===== src/sfc_pkg.sv =====
// Shared types and constants for the serial frame codec with XOR checksum.
`default_nettype none
package sfc_pkg;

	// Framing bytes.
	localparam logic [7:0] START_BYTE = 8'h1B;
	localparam logic [7:0] TOKEN_BYTE = 8'h0E;

	// Input operation codes.
	localparam logic [1:0] OP_RX_BYTE  = 2'd0;
	localparam logic [1:0] OP_TX_START = 2'd1;
	localparam logic [1:0] OP_TX_BYTE  = 2'd2;

	// Result kinds.
	localparam logic [1:0] KIND_RX_DATA   = 2'd0;
	localparam logic [1:0] KIND_RX_STATUS = 2'd1;
	localparam logic [1:0] KIND_TX_LINE   = 2'd2;

	// Frame status codes.
	localparam logic [2:0] STAT_OK        = 3'd0;
	localparam logic [2:0] STAT_BAD_START = 3'd1;
	localparam logic [2:0] STAT_BAD_SEQ   = 3'd2;
	localparam logic [2:0] STAT_BAD_TOKEN = 3'd3;
	localparam logic [2:0] STAT_BAD_CHECK = 3'd4;

	// Receive parser phases.
	localparam logic [2:0] PH_START  = 3'd0;
	localparam logic [2:0] PH_SEQ    = 3'd1;
	localparam logic [2:0] PH_LEN_HI = 3'd2;
	localparam logic [2:0] PH_LEN_LO = 3'd3;
	localparam logic [2:0] PH_TOKEN  = 3'd4;
	localparam logic [2:0] PH_DATA   = 3'd5;
	localparam logic [2:0] PH_CHECK  = 3'd6;

	// Most result words that one input word can cause.
	localparam int MAX_RESULTS = 6;

	// One burst of result words caused by a single input word.
	typedef struct packed {
		logic [1:0]                  kind;
		logic [MAX_RESULTS-1:0][7:0] bytes;
		logic [2:0]                  count;
		logic [15:0]                 index;
		logic [2:0]                  status;
	} burst_t;

endpackage
`default_nettype wire


===== src/serial_frame_codec_xor_checksum_unit.sv =====
// Top level of the full-duplex serial frame codec with XOR checksum.
//
//   channel | handshake          | payload
//   --------+--------------------+---------------------------------------------
//   input   | in_valid/in_stall  | operation, byte_value, frame_length
//   output  | out_valid/out_stall| result_kind, out_byte, payload_index,
//           |                    | frame_status, last_of_run
//
// Each input word is decoded in the cycle it is accepted and its results
// (zero to six words) are loaded into a burst register. The burst register
// sends one result word per cycle while out_stall is low, so a word with one
// result sustains one word per cycle; a transmit start sends five or six words.
// The input is taken again in the cycle the last word of a burst leaves.
// Reset returns the parser to hunting, clears the sequence number and
// empties the burst register. An output stall holds the current word.
`default_nettype none
module serial_frame_codec_xor_checksum_unit (
	input  wire         clk,
	input  wire         arst_n,
	input  wire         in_valid,
	output logic        in_stall,
	input  wire  [1:0]  operation,
	input  wire  [7:0]  byte_value,
	input  wire  [15:0] frame_length,
	output logic        out_valid,
	input  wire         out_stall,
	output logic [1:0]  result_kind,
	output logic [7:0]  out_byte,
	output logic [15:0] payload_index,
	output logic [2:0]  frame_status,
	output logic        last_of_run
);

	// Protocol state.
	logic [2:0]  rx_phase_q,     rx_phase_d;
	logic [7:0]  seq_number_q,   seq_number_d;
	logic [7:0]  rx_check_q,     rx_check_d;
	logic [15:0] rx_length_q,    rx_length_d;
	logic [15:0] rx_count_q,     rx_count_d;
	logic [7:0]  tx_check_q,     tx_check_d;
	logic [15:0] tx_remaining_q, tx_remaining_d;
	logic        tx_busy_q,      tx_busy_d;

	// Burst register and its read position.
	sfc_pkg::burst_t burst_q, burst_d;
	logic            burst_valid_q;
	logic [2:0]      pos_q;

	logic in_accept;
	logic out_accept;
	logic out_last;
	logic [7:0]  rx_check_x;
	logic [15:0] rx_count_inc;
	logic [7:0]  hdr_check;
	logic [7:0]  tx_check_x;
	logic [15:0] tx_remaining_dec;

	// Handshake: the burst register frees up when its last word leaves.
	assign out_valid  = burst_valid_q;
	assign out_last   = (pos_q == (burst_q.count - 3'd1));
	assign out_accept = out_valid && !out_stall;
	assign in_stall   = burst_valid_q && !(out_accept && out_last);
	assign in_accept  = in_valid && !in_stall;

	// Output word selection from the burst register.
	assign result_kind   = burst_q.kind;
	assign out_byte      = burst_q.bytes[pos_q];
	assign payload_index = burst_q.index;
	assign frame_status  = burst_q.status;
	assign last_of_run   = out_last;

	assign rx_check_x       = rx_check_q ^ byte_value;
	assign rx_count_inc     = rx_count_q + 16'd1;
	assign hdr_check        = sfc_pkg::START_BYTE ^ seq_number_q ^ frame_length[15:8] ^
	                          frame_length[7:0] ^ sfc_pkg::TOKEN_BYTE;
	assign tx_check_x       = tx_check_q ^ byte_value;
	assign tx_remaining_dec = tx_remaining_q - 16'd1;

	// Decode one input word into the next state and its burst of results.
	always_comb begin
		rx_phase_d     = rx_phase_q;
		seq_number_d   = seq_number_q;
		rx_check_d     = rx_check_q;
		rx_length_d    = rx_length_q;
		rx_count_d     = rx_count_q;
		tx_check_d     = tx_check_q;
		tx_remaining_d = tx_remaining_q;
		tx_busy_d      = tx_busy_q;
		burst_d        = '0;
		burst_d.bytes[0] = byte_value;

		unique case (operation)
			sfc_pkg::OP_RX_BYTE: begin
				burst_d.kind = sfc_pkg::KIND_RX_STATUS;
				rx_check_d   = rx_check_x;
				unique case (rx_phase_q)
					sfc_pkg::PH_START: begin
						rx_check_d = byte_value;
						if (byte_value != sfc_pkg::START_BYTE) begin
							burst_d.count  = 3'd1;
							burst_d.status = sfc_pkg::STAT_BAD_START;
						end else begin
							rx_phase_d = sfc_pkg::PH_SEQ;
						end
					end
					sfc_pkg::PH_SEQ: begin
						if (byte_value != seq_number_q + 8'd1) begin
							burst_d.count  = 3'd1;
							burst_d.status = sfc_pkg::STAT_BAD_SEQ;
							rx_phase_d     = sfc_pkg::PH_START;
						end else begin
							seq_number_d = byte_value;
							rx_phase_d   = sfc_pkg::PH_LEN_HI;
						end
					end
					sfc_pkg::PH_LEN_HI: begin
						rx_length_d = {byte_value, 8'h00};
						rx_phase_d  = sfc_pkg::PH_LEN_LO;
					end
					sfc_pkg::PH_LEN_LO: begin
						rx_length_d = {rx_length_q[15:8], byte_value};
						rx_phase_d  = sfc_pkg::PH_TOKEN;
					end
					sfc_pkg::PH_TOKEN: begin
						if (byte_value != sfc_pkg::TOKEN_BYTE) begin
							burst_d.count  = 3'd1;
							burst_d.status = sfc_pkg::STAT_BAD_TOKEN;
							rx_phase_d     = sfc_pkg::PH_START;
						end else begin
							rx_count_d = '0;
							rx_phase_d = (rx_length_q == 16'd0) ? sfc_pkg::PH_CHECK
							                                    : sfc_pkg::PH_DATA;
						end
					end
					sfc_pkg::PH_DATA: begin
						burst_d.kind  = sfc_pkg::KIND_RX_DATA;
						burst_d.count = 3'd1;
						burst_d.index = rx_count_q;
						rx_count_d    = rx_count_inc;
						if (rx_count_inc == rx_length_q) begin
							rx_phase_d = sfc_pkg::PH_CHECK;
						end
					end
					default: begin
						// Checksum byte, and any phase code with no meaning.
						burst_d.count  = 3'd1;
						burst_d.status = (byte_value == rx_check_q) ? sfc_pkg::STAT_OK
						                                            : sfc_pkg::STAT_BAD_CHECK;
						rx_phase_d     = sfc_pkg::PH_START;
					end
				endcase
			end
			sfc_pkg::OP_TX_START: begin
				burst_d.kind     = sfc_pkg::KIND_TX_LINE;
				burst_d.bytes[0] = sfc_pkg::START_BYTE;
				burst_d.bytes[1] = seq_number_q;
				burst_d.bytes[2] = frame_length[15:8];
				burst_d.bytes[3] = frame_length[7:0];
				burst_d.bytes[4] = sfc_pkg::TOKEN_BYTE;
				burst_d.bytes[5] = hdr_check;
				tx_check_d       = hdr_check;
				tx_remaining_d   = frame_length;
				if (frame_length == 16'd0) begin
					burst_d.count = 3'd6;
					tx_busy_d     = 1'b0;
				end else begin
					burst_d.count = 3'd5;
					tx_busy_d     = 1'b1;
				end
			end
			sfc_pkg::OP_TX_BYTE: begin
				burst_d.kind     = sfc_pkg::KIND_TX_LINE;
				burst_d.bytes[1] = tx_check_x;
				if (tx_busy_q) begin
					tx_check_d     = tx_check_x;
					tx_remaining_d = tx_remaining_dec;
					if (tx_remaining_dec == 16'd0) begin
						burst_d.count = 3'd2;
						tx_busy_d     = 1'b0;
					end else begin
						burst_d.count = 3'd1;
					end
				end
			end
			default: begin
				// Unused operation: no state change and no results.
			end
		endcase
	end

	// Protocol state registers.
	always_ff @(posedge clk or negedge arst_n) begin
		if (!arst_n) begin
			rx_phase_q     <= sfc_pkg::PH_START;
			seq_number_q   <= '0;
			rx_check_q     <= '0;
			rx_length_q    <= '0;
			rx_count_q     <= '0;
			tx_check_q     <= '0;
			tx_remaining_q <= '0;
			tx_busy_q      <= 1'b0;
		end else if (in_accept) begin
			rx_phase_q     <= rx_phase_d;
			seq_number_q   <= seq_number_d;
			rx_check_q     <= rx_check_d;
			rx_length_q    <= rx_length_d;
			rx_count_q     <= rx_count_d;
			tx_check_q     <= tx_check_d;
			tx_remaining_q <= tx_remaining_d;
			tx_busy_q      <= tx_busy_d;
		end
	end

	// Burst control: load on an input word with results, step on each output word.
	always_ff @(posedge clk or negedge arst_n) begin
		if (!arst_n) begin
			burst_valid_q <= 1'b0;
			pos_q         <= '0;
		end else if (in_accept && (burst_d.count != 3'd0)) begin
			burst_valid_q <= 1'b1;
			pos_q         <= '0;
		end else if (out_accept) begin
			if (out_last) begin
				burst_valid_q <= 1'b0;
			end
			pos_q <= pos_q + 3'd1;
		end
	end

	// Burst payload needs no reset.
	always_ff @(posedge clk) begin
		if (in_accept && (burst_d.count != 3'd0)) begin
			burst_q <= burst_d;
		end
	end

	// The read position always points inside the loaded burst.
	a_pos_in_burst: assert property (@(posedge clk) disable iff (!arst_n)
		burst_valid_q |-> (pos_q < burst_q.count))
		else $error("burst position beyond burst length");

	// A stalled output word keeps its place in the burst.
	a_pos_holds: assert property (@(posedge clk) disable iff (!arst_n)
		(out_valid && out_stall) |=> (out_valid && $stable(pos_q)))
		else $error("burst position moved under stall");

	// Only received payload words carry an index.
	a_index_only_data: assert property (@(posedge clk) disable iff (!arst_n)
		(out_valid && (result_kind != sfc_pkg::KIND_RX_DATA)) |-> (payload_index == 16'd0))
		else $error("index on a word that is not received payload");

	// A transmit frame in progress always has bytes left to send.
	a_tx_busy_remaining: assert property (@(posedge clk) disable iff (!arst_n)
		tx_busy_q |-> (tx_remaining_q != 16'd0))
		else $error("transmit busy with no bytes remaining");

endmodule
`default_nettype wire


===== config.mk =====
export PLATFORM = sky130hd
export DESIGN_NAME = serial_frame_codec_xor_checksum_unit
export DESIGN_NICKNAME = d
export VERILOG_FILES = /design/src/sfc_pkg.sv /design/src/serial_frame_codec_xor_checksum_unit.sv
export SDC_FILE = /design/constraint.sdc
export NUM_CORES = 1
export LEC_CHECK = 0
export BUFFER_PORTS_ARGS = -buffer_cell sky130_fd_sc_hd__buf_4
export CAP_MARGIN = 15
export CORE_UTILIZATION = 60
export CTS_CLUSTER_SIZE = 16
export DETAILED_ROUTE_END_ITERATION = 7
export MAX_ROUTING_LAYER = met4
export PLACE_DENSITY = 0.77
export RECOVER_POWER = 50
export SYNTH_ARGS = -nofsm -noshare
export SYNTH_HDL_FRONTEND = slang
export SYNTH_SLANG_ARGS = --single-unit

===== constraint.sdc =====
create_clock -name clk -period 5.85 [get_ports clk]
set_input_delay 0.2925 -clock clk [delete_from_list [all_inputs] [get_ports clk]]
set_output_delay 0.2925 -clock clk [all_outputs]
set_load 0.005 [all_outputs]

==> results.md, run 1 <==
* Status: finished with violations
* Failing checks: max-capacitance violations, max-slew violations
* HPWL after DPL at 13100 µm
* Fmax at 0.253 GHz
* Crit-path max FO at 80
* Biggest area consumer among synthesized cells: dfrtp_1
* Clock net sink count at 144
* Setup crit start kind: input pin
* CP Capture Type: asynchronous set/reset pin
* Layout Skew at 7.47 ps
* Most common cell after layout, fill and taps aside: dfrtp_1
* Max clock buf depth at 2
* Initial Utilization at 61.9%
* Pwr dens at 356 nW/µm²
* Number of global-route vias before repair at 5951
* Maxcap violations at 2
* Critical Path RT at 5330 ps
* Avg WL per Cell at 18.9 µm
* Synth top area share at 24.3%
* CTS Buf Count at 17
* Clk_lat worst skew at 430 ps
* Routed wire length at 19400 µm
* Clock Power Share at 33.5%
* Via Count at 6402
* Root Driver: clkbuf_16
* Leak at 3.63 nW
* Slew HR at -198%
* Switching part of the total at 30.7%
* Die height at 119 µm
* Largest net degree at the start of global routing at 81
* Slew Limit Fails at 128
* Global-route wire length before repair at 31600 µm
* Slowest cell on the critical path: clkbuf_1
* Cell Chain, Critical Path: clkbuf_1
* Register bit total from synthesis at 144
* DIE AREA at 14200 µm²
* VDD IR max at 205 µV
* Die Wd at 119 µm
* Reg area at 3920 µm²
* Ratio of cells with drive above 1 in the final layout at 14.7%
* Hold WS at 144 ps
* Kind of critical path: in -> async
* Combinational fraction of design power at 23.7%
* HP Class: in -> reg
* Mapped Cells at 831
* Ant diodes at 0
* Crit path buf inv count at 1
* Setup_tns at 0 ps
* ANT nets after route at 0
* RSZ-0062 raised after global routing: false
* Boundary Pins at 62
* Final hold violations at 0
* Core Box Area at 13300 µm²
* Post-route clock period utilization at 67.7%
* Library cells used by synthesis at 62
* Commonest cells after routing, fill and taps aside: dfrtp_1, o21ai_0, edfxtp_1
* Post-CTS Setup Bufs at 0
* Sequential share of the synthesized area at 47.6%
* Routability-driven placement congestion ratio at 0.901
* GRT Total Usage at 29.7%
* CTS tree: done
* Hold-fix buffers, CTS at 0
* Post-Layout Cell Count at 1028
* Worst-Margin Slew at 4470 ps
* Power Internal at 2.25 mW
* Area of the multi-input gates at 3880 µm²
* Via-per-instance ratio at 6.23
* Violation count after the first detailed-route iteration at 758
* Final setup vio count at 0
* Crit path DAT at 3440 ps
* Seq pwr share at 42.8%
* Asr flop ratio synth at 55.6%
* CP delay by family, top: buffers and inverters
* P_sw at 0.999 mW
* DP Area at 8570 µm²
* Yosys warnings at 0
* Dominant cells by area after synthesis: dfrtp_1, edfxtp_1, xnor2_1
* Nets at 879
* GRT overflow at 0
* DP Cell Count at 996
* Filler cells at 982
* DRT Pass-1 Iters at 7
* Design area at 9150 µm²
* Top FF cell, synth: dfrtp_1
* Row cnt at 42
* # DRC at 0
* Buffers on Ports at 61
* Syn avg cell area at 9.91 µm²
* CTS H-Tree Depth at 4
* Number of synthesized flops with an enable pin at 64
* Synthesis-to-finish area growth at 11.0%
* CTS resizes at 0
* Clock transition at the registers of the reported paths at 60 ps
* Initial antenna violation count at 0
* Synthesized area at 8240 µm²
* Pwr Total at 3.25 mW
* Syn nets at 871
* Peak per-stage delay on the critical path at 3070 ps
* Period minus WS final at 3960 ps
registers in the layout (all words and copies together) (netlist names):
name and cells:
tx_remaining_q 16, rx_phase_q 3, payload_index 16, burst_q 43, seq_number_q 8, rx_count_q 16
tx_check_q 8, frame_status 3, tx_busy_q 1, out_valid 1, rx_check_q 8, rx_length_q 16
result_kind 2, pos_q 3
cell type report:
class | count | share of cell area (%)
repair buffers | 64 | 5.09
inverters | 17 | 0.698
multi-input cells | 595 | 42.4
well taps | 176 | 2.41
clock buffers | 23 | 5.35
flip-flops and latches | 144 | 42.9
clock inverters | 9 | 1.15
kinds of logic after synthesis:
group                    count (synthesis)  share of synthesized area, %
AND/OR/NAND/NOR                        282                          18.6
AO/OA/AOI/OAI                          197                          14.3
flip-flops                             144                          47.6
buffers and inverters                   92                          5.36
XOR/XNOR                                75                          8.16
multiplexers                            31                          4.47
adder cells (fa/ha/maj)                 10                          1.52
metrics by stage:
step	setup slack [ps]	utilization (%)
4_1_cts	2200	68.9
6_report	1890	68.8
3_3_place_gp	2420	64.4
5_1_grt	1120	68.8
3_5_place_dp	2210	64.4
2_1_floorplan	2330	-
cells in the mapped netlist, drive strengths merged, types with 3 or more instances:
cell type  count
or4            3
and4           4
nand4          7
nor3b          3
buf           39
a211oi         4
nor4          15
xor2          34
o21ai         67
o41ai          5
or2            5
and3           8
dfrtp         80
nand3         31
o31ai         10
o211ai         3
inv           17
and2          43
nor2          43
nand2b         9
mux2i         12
a21oi         46
or3            7
a22oi         14
edfxtp        64
a31oi          7
clkbuf        36
nor2b         16
o22ai         30
ha            10
nor3          15
nand2         61
mux2          16
nand3b         3
xnor2         40
mux4           3
power groups by stage:
stage | clock network (mW) | registers [mW] | logic [mW]
floorplan | 0 | 1.32 | 0.611
global placement | 0 | 1.39 | 0.746
detailed placement | 0 | 1.40 | 0.769
CTS | 1.10 | 1.39 | 0.774
global route | 1.14 | 1.41 | 0.862
finish | 1.09 | 1.39 | 0.772
routing by layer:
metal,vias to the layer above,GRT usage (%),routed length [µm]
li1,2992,-,-
met1,3071,41.4,8670
met2,299,43.3,8900
met3,40,6.18,1470
met4,0,10.3,395
met5,-,-,0
final timing paths:
kind	start	end	slack (ps)	cells past startpoint
worst min-delay path	frame_length[2]	tx_remaining_q[2]	140	3
max in group clk	pos_q[2]	rx_count_q[9]	2190	6
worst min register to register	rx_length_q[1]	rx_length_q[1]	530	2
worst max-delay path	arst_n	rx_count_q[7]	1890	1
min in group asynchronous	arst_n	tx_remaining_q[6]	1440	1
worst max register to register	pos_q[2]	rx_count_q[9]	2190	6
No activity file was read; power rests on OpenSTA's default activity.
==> inputs of run 2 (changes only) <==
--- a/config.mk
+++ b/config.mk
@@ -7,11 +7,11 @@
 export LEC_CHECK = 0
 export BUFFER_PORTS_ARGS = -buffer_cell sky130_fd_sc_hd__buf_4
 export CAP_MARGIN = 15
-export CORE_UTILIZATION = 60
+export CORE_UTILIZATION = 55
 export CTS_CLUSTER_SIZE = 16
 export DETAILED_ROUTE_END_ITERATION = 7
 export MAX_ROUTING_LAYER = met4
-export PLACE_DENSITY = 0.77
+export PLACE_DENSITY = 0.74
 export RECOVER_POWER = 50
 export SYNTH_ARGS = -nofsm -noshare
 export SYNTH_HDL_FRONTEND = slang
==> constraint.sdc (replaced) <==
create_clock -name clk -period 3.4 [get_ports clk]
set_input_delay 0.17 -clock clk [delete_from_list [all_inputs] [get_ports clk]]
set_output_delay 0.17 -clock clk [all_outputs]
set_load 0.005 [all_outputs]
==> results.md, run 2 (same netlist as run 1, synthesis figures left out) <==
* Status: finished with violations
* Failing checks: max-capacitance violations, max-slew violations
* CP delay by family, top: compound AO/OA/AOI/OAI gates
* DIE AREA at 15500 µm²
* CTS tree: done
* DP Area at 8640 µm²
* Fmax at 0.333 GHz
* Kind of critical path: reg -> reg
* Die Wd at 124 µm
* Filler cells at 1186
* Peak per-stage delay on the critical path at 730 ps
* HPWL after DPL at 13500 µm
* CTS resizes at 0
* Pwr dens at 606 nW/µm²
* Clock transition at the registers of the reported paths at 60 ps
* Met2 wire length at 9000 µm
* Period minus WS final at 3000 ps
* Boundary Pins at 62
* CP endpoint: payload_index[14]
* Post-Route M1 WL at 8770 µm
* Final setup vio count at 0
* Max clock buf depth at 2
* Critical Path RT at 3540 ps
* P_sw at 1.72 mW
* Routed wire length at 19400 µm
* Row cnt at 44
* Largest net degree at the start of global routing at 64
* Post-route clock period utilization at 88.2%
* Start point of the critical path: seq_number_q[0]
* Cell Chain, Critical Path: ha_1 > xnor2_1 > nand3_1 > a2111oi_1 > a211oi_1 > o211a_2 > buf_12
* # DRC at 0
* CP Capture Type: register
* Nets at 888
* Power Internal at 3.85 mW
* CTS H-Tree Depth at 4
* Initial antenna violation count at 0
* Setup_tns at 0 ps
* HP Class: in -> reg
* Reg-to-reg slack, setup at 400 ps
* Via Count at 6379
* Largest register FFs at 43
* R2R Path Start: seq_number_q[0]
* CTS Buf Count at 17
* Top reg by flops: burst_q
* Leak at 3.66 nW
* Global-route wire length before repair at 31300 µm
* Crit path DAT at 3140 ps
* Worst r2r path cells at 7
* Initial Utilization at 56.4%
* Ratio of cells with drive above 1 in the final layout at 15.3%
* Design area at 9200 µm²
* Layout Skew at 7.88 ps
* Buffers on Ports at 61
* Via-per-instance ratio at 6.10
* VDD IR max at 412 µV
* Avg WL per Cell at 18.6 µm
* Crit path buf inv count at 1
* GRT overflow at 0
* RSZ-0062 raised after global routing: false
* Worst-Margin Slew at 1660 ps
* GRT Total Usage at 26.6%
* Switching part of the total at 30.9%
* Commonest cells after routing, fill and taps aside: dfrtp_1, o21ai_0, edfxtp_1
* Ant diodes at 0
* Clk_lat worst skew at 420 ps
* Highest routed layer: met4
* ANT nets after route at 0
* Routed wl met3 at 1230 µm
* Slowest cell on the critical path: a2111oi_1
* Number of global-route vias before repair at 5851
* Clock net sink count at 144
* Pwr Total at 5.58 mW
* Setup crit start kind: register
* Most common cell after layout, fill and taps aside: dfrtp_1
* Combinational fraction of design power at 26.0%
* Final hold violations at 0
* Routability-driven placement congestion ratio at 0.903
* Die height at 124 µm
* Clock Power Share at 32.5%
* Seq pwr share at 41.5%
* Crit. path cell count at 7
* DRT Pass-1 Iters at 6
* Slew HR at -10.3%
* Synthesis-to-finish area growth at 11.7%
* Maxcap violations at 2
* Violation count after the first detailed-route iteration at 829
* Core Box Area at 14600 µm²
* Crit-path max FO at 63
* Reg2reg end: payload_index[14]
* Root Driver: clkbuf_16
* Slew Limit Fails at 100
==> run 2: metal layers <==
| layer | vias to the layer above | GRT usage, % |
|---|---|---|
| met1 | 3065 | 37.1 |
| met5 | - | - |
| li1 | 3017 | - |
| met2 | 263 | 38.4 |
| met4 | 0 | 9.50 |
| met3 | 34 | 5.37 |
==> run 2: repair_timing <==
action / CTS / global route
hold endpoints to repair: 61 / 0
setup buffers: 0 / 0
hold buffers: 1 / 0
==> run 2: worst min path at each step <==
stage / cells after the start / startpoint / slack, ps / end
2_1_floorplan: 0 / arst_n / -130 / out_valid
3_3_place_gp: 1 / arst_n / 300 / rx_count_q[0]
3_5_place_dp: 1 / arst_n / 310 / rx_count_q[0]
4_1_cts: 3 / frame_length[2] / 20 / tx_remaining_q[2]
5_1_grt: 3 / frame_length[2] / 30 / tx_remaining_q[2]
6_report: 3 / frame_length[2] / 40 / tx_remaining_q[2]
==> run 2: per-stage QoR <==
step / util [%] / setup WS (ps) / instances / hold slack [ps]
2_1_floorplan: - / 300 / 831 / -126
3_3_place_gp: 59.2 / 489 / 1012 / 298
3_5_place_dp: 59.2 / 429 / 1012 / 308
4_1_cts: 63.3 / 416 / 1045 / 17.2
5_1_grt: 63.1 / 198 / 1045 / 33.2
6_report: 63.1 / 401 / 1045 / 39.3
==> run 2: cell type report <==
class	count	area [µm²]	area share, %
sequential	144	3920	42.6
multi-input combinational	595	3870	42.1
timing repair buffer	73	538	5.85
clock buffer	21	460	5.00
tap	184	230	2.50
clock inverter	11	116	1.26
inverter	17	63.8	0.693
==> run 2: power by group through the flow <==
stage	combinational (mW)	sequential [mW]	clock (mW)
2_1_floorplan	1.05	2.26	0
3_3_place_gp	1.41	2.32	0
3_5_place_dp	1.46	2.34	0
4_1_cts	1.48	2.30	1.83
5_1_grt	1.61	2.34	1.91
6_report	1.45	2.31	1.81
==> run 2: tightest hold or removal path, delay by kind of cell <==
kind	cells	cell delay, ps
buffers and inverters	1	120
AOI/OAI and AO/OA	1	70
and+or+nand+nor	1	60
==> inputs of run 3 (changes only) <==
--- a/config.mk
+++ b/config.mk
@@ -8,6 +8,7 @@
 export BUFFER_PORTS_ARGS = -buffer_cell sky130_fd_sc_hd__buf_4
 export CAP_MARGIN = 15
 export CORE_UTILIZATION = 55
+export CTS_BUF_LIST = sky130_fd_sc_hd__clkbuf_16
 export CTS_CLUSTER_SIZE = 16
 export DETAILED_ROUTE_END_ITERATION = 7
 export MAX_ROUTING_LAYER = met4
==> results.md, run 3 (same netlist as run 1, synthesis figures left out) <==
* Status: finished with violations
* Failing checks: max-capacitance violations, max-slew violations
* Number of global-route vias before repair at 5838
* Initial antenna violation count at 0
* Pwr dens at 601 nW/µm²
* Hold WS at 40.8 ps
* Maxcap violations at 2
* RSZ-0062 raised after global routing: false
* Largest register FFs at 43
* Kind of critical path: reg -> reg
* DIE AREA at 15500 µm²
* Ant diodes at 0
* HPWL after DPL at 13500 µm
* Final setup vio count at 0
* Boundary Pins at 62
* VDD IR max at 411 µV
* Via-per-instance ratio at 6.09
* # DRC at 0
* Nets at 888
* Global-route wire length before repair at 31200 µm
* Setup_tns at 0 ps
* Crit-path max FO at 63
* CTS tree: done
* Worst-Margin Slew at 1620 ps
* Routability-driven placement congestion ratio at 0.903
* Initial Utilization at 56.4%
* CTS Buf Count at 17
* Setup crit start kind: register
* Violation count after the first detailed-route iteration at 846
* Crit path DAT at 3150 ps
* Synthesis-to-finish area growth at 11.5%
* Most common cell after layout, fill and taps aside: dfrtp_1
* Hold-fix buffers, CTS at 1
* Post-route clock period utilization at 88.6%
* Slew HR at -8.26%
* DRT Pass-1 Iters at 6
* Clock transition at the registers of the reported paths at 60 ps
* HP Class: in -> reg
* Final hold violations at 0
* CTS resizes at 0
* Root Driver: clkbuf_16
* Top reg by flops: burst_q
* Leak at 3.66 nW
* Final core occ at 62.9%
* Row cnt at 44
* Slew Limit Fails at 100
* Core Box Area at 14600 µm²
* Clock net sink count at 144
* Post-CTS Setup Bufs at 0
* Avg WL per Cell at 18.6 µm
* Layout Skew at 6.76 ps
* Period minus WS final at 3010 ps
* Reg-to-reg slack, setup at 390 ps
* CTS H-Tree Depth at 4
* Commonest cells after routing, fill and taps aside: dfrtp_1, o21ai_0, edfxtp_1
* Die Wd at 124 µm
* Clk_lat worst skew at 420 ps
* Routed wire length at 19400 µm
* Die height at 124 µm
* Largest net degree at the start of global routing at 64
* Max clock buf depth at 2
* CP Capture Type: register
* GRT overflow at 0
* Ratio of cells with drive above 1 in the final layout at 15.2%
* Via Count at 6360
* Buffers on Ports at 61
* Fmax at 0.332 GHz
* ANT nets after route at 0
* GRT Total Usage at 26.5%
* Critical Path RT at 3540 ps
-- run 3: changes by cell type in the layout (fill, tap and decap cells not counted) --
| cell | delta |
|---|---|
| clkbuf_1 | -2 |
| clkbuf_8 | -2 |
| inv_1 | +2 |
| clkinv_1 | +1 |
| inv_2 | +1 |
-- run 3: power breakdown --
group          total (mW)  switching (mW)  internal, mW
combinational        1.45           0.791         0.659
sequential           2.31           0.231          2.08
clock                1.76           0.700          1.06
total                5.52            1.72          3.80
-- run 3: per-layer routing --
metal	global-route usage [%]	vias to the layer above	share of wire [%]
li1	-	3015	-
met1	37.0	3047	45
met2	38.3	267	46
met3	5.37	31	6.6
met4	9.50	0	2.1
met5	-	-	0
-- run 3: worst paths after layout --
check / from / to / cells after the start
min in group asynchronous: arst_n / rx_count_q[0] / 2
hold / removal: frame_length[2] / tx_remaining_q[2] / 3
setup reg to reg: seq_number_q[0] / payload_index[14] / 7
hold reg to reg: tx_busy_q / tx_busy_q / 2
setup / recovery: seq_number_q[0] / payload_index[14] / 7
max in group asynchronous: arst_n / tx_remaining_q[4] / 3
-- run 3: final cells by class --
cell class / instances / area [µm²]
Clock inverter: 15 / 131
Fill cell: 1191 / 5410
Clock buffer: 17 / 425
Inverter: 17 / 63.8
Multi-Input combinational cell: 595 / 3870
Tap cell: 184 / 230
Timing Repair Buffer: 73 / 538
Sequential cell: 144 / 3920
-- run 3: worst max-delay path: stages, from the launching register on --
cell	delay, ps
dfrtp_1	500
ha_1	360
xnor2_1	140
nand3_1	100
a2111oi_1	740
a211oi_1	230
o211a_2	390
buf_12	230
-- run 3: metrics by stage --
step / total power, mW / std cells / setup WS, ps / instance area (µm²)
2_1_floorplan: 3.31 / 831 / 300 / 8240
3_3_place_gp: 3.73 / 1012 / 489 / 8640
3_5_place_dp: 3.80 / 1012 / 429 / 8640
4_1_cts: 5.56 / 1045 / 415 / 9210
5_1_grt: 5.81 / 1045 / 198 / 9180
6_report: 5.52 / 1045 / 389 / 9180
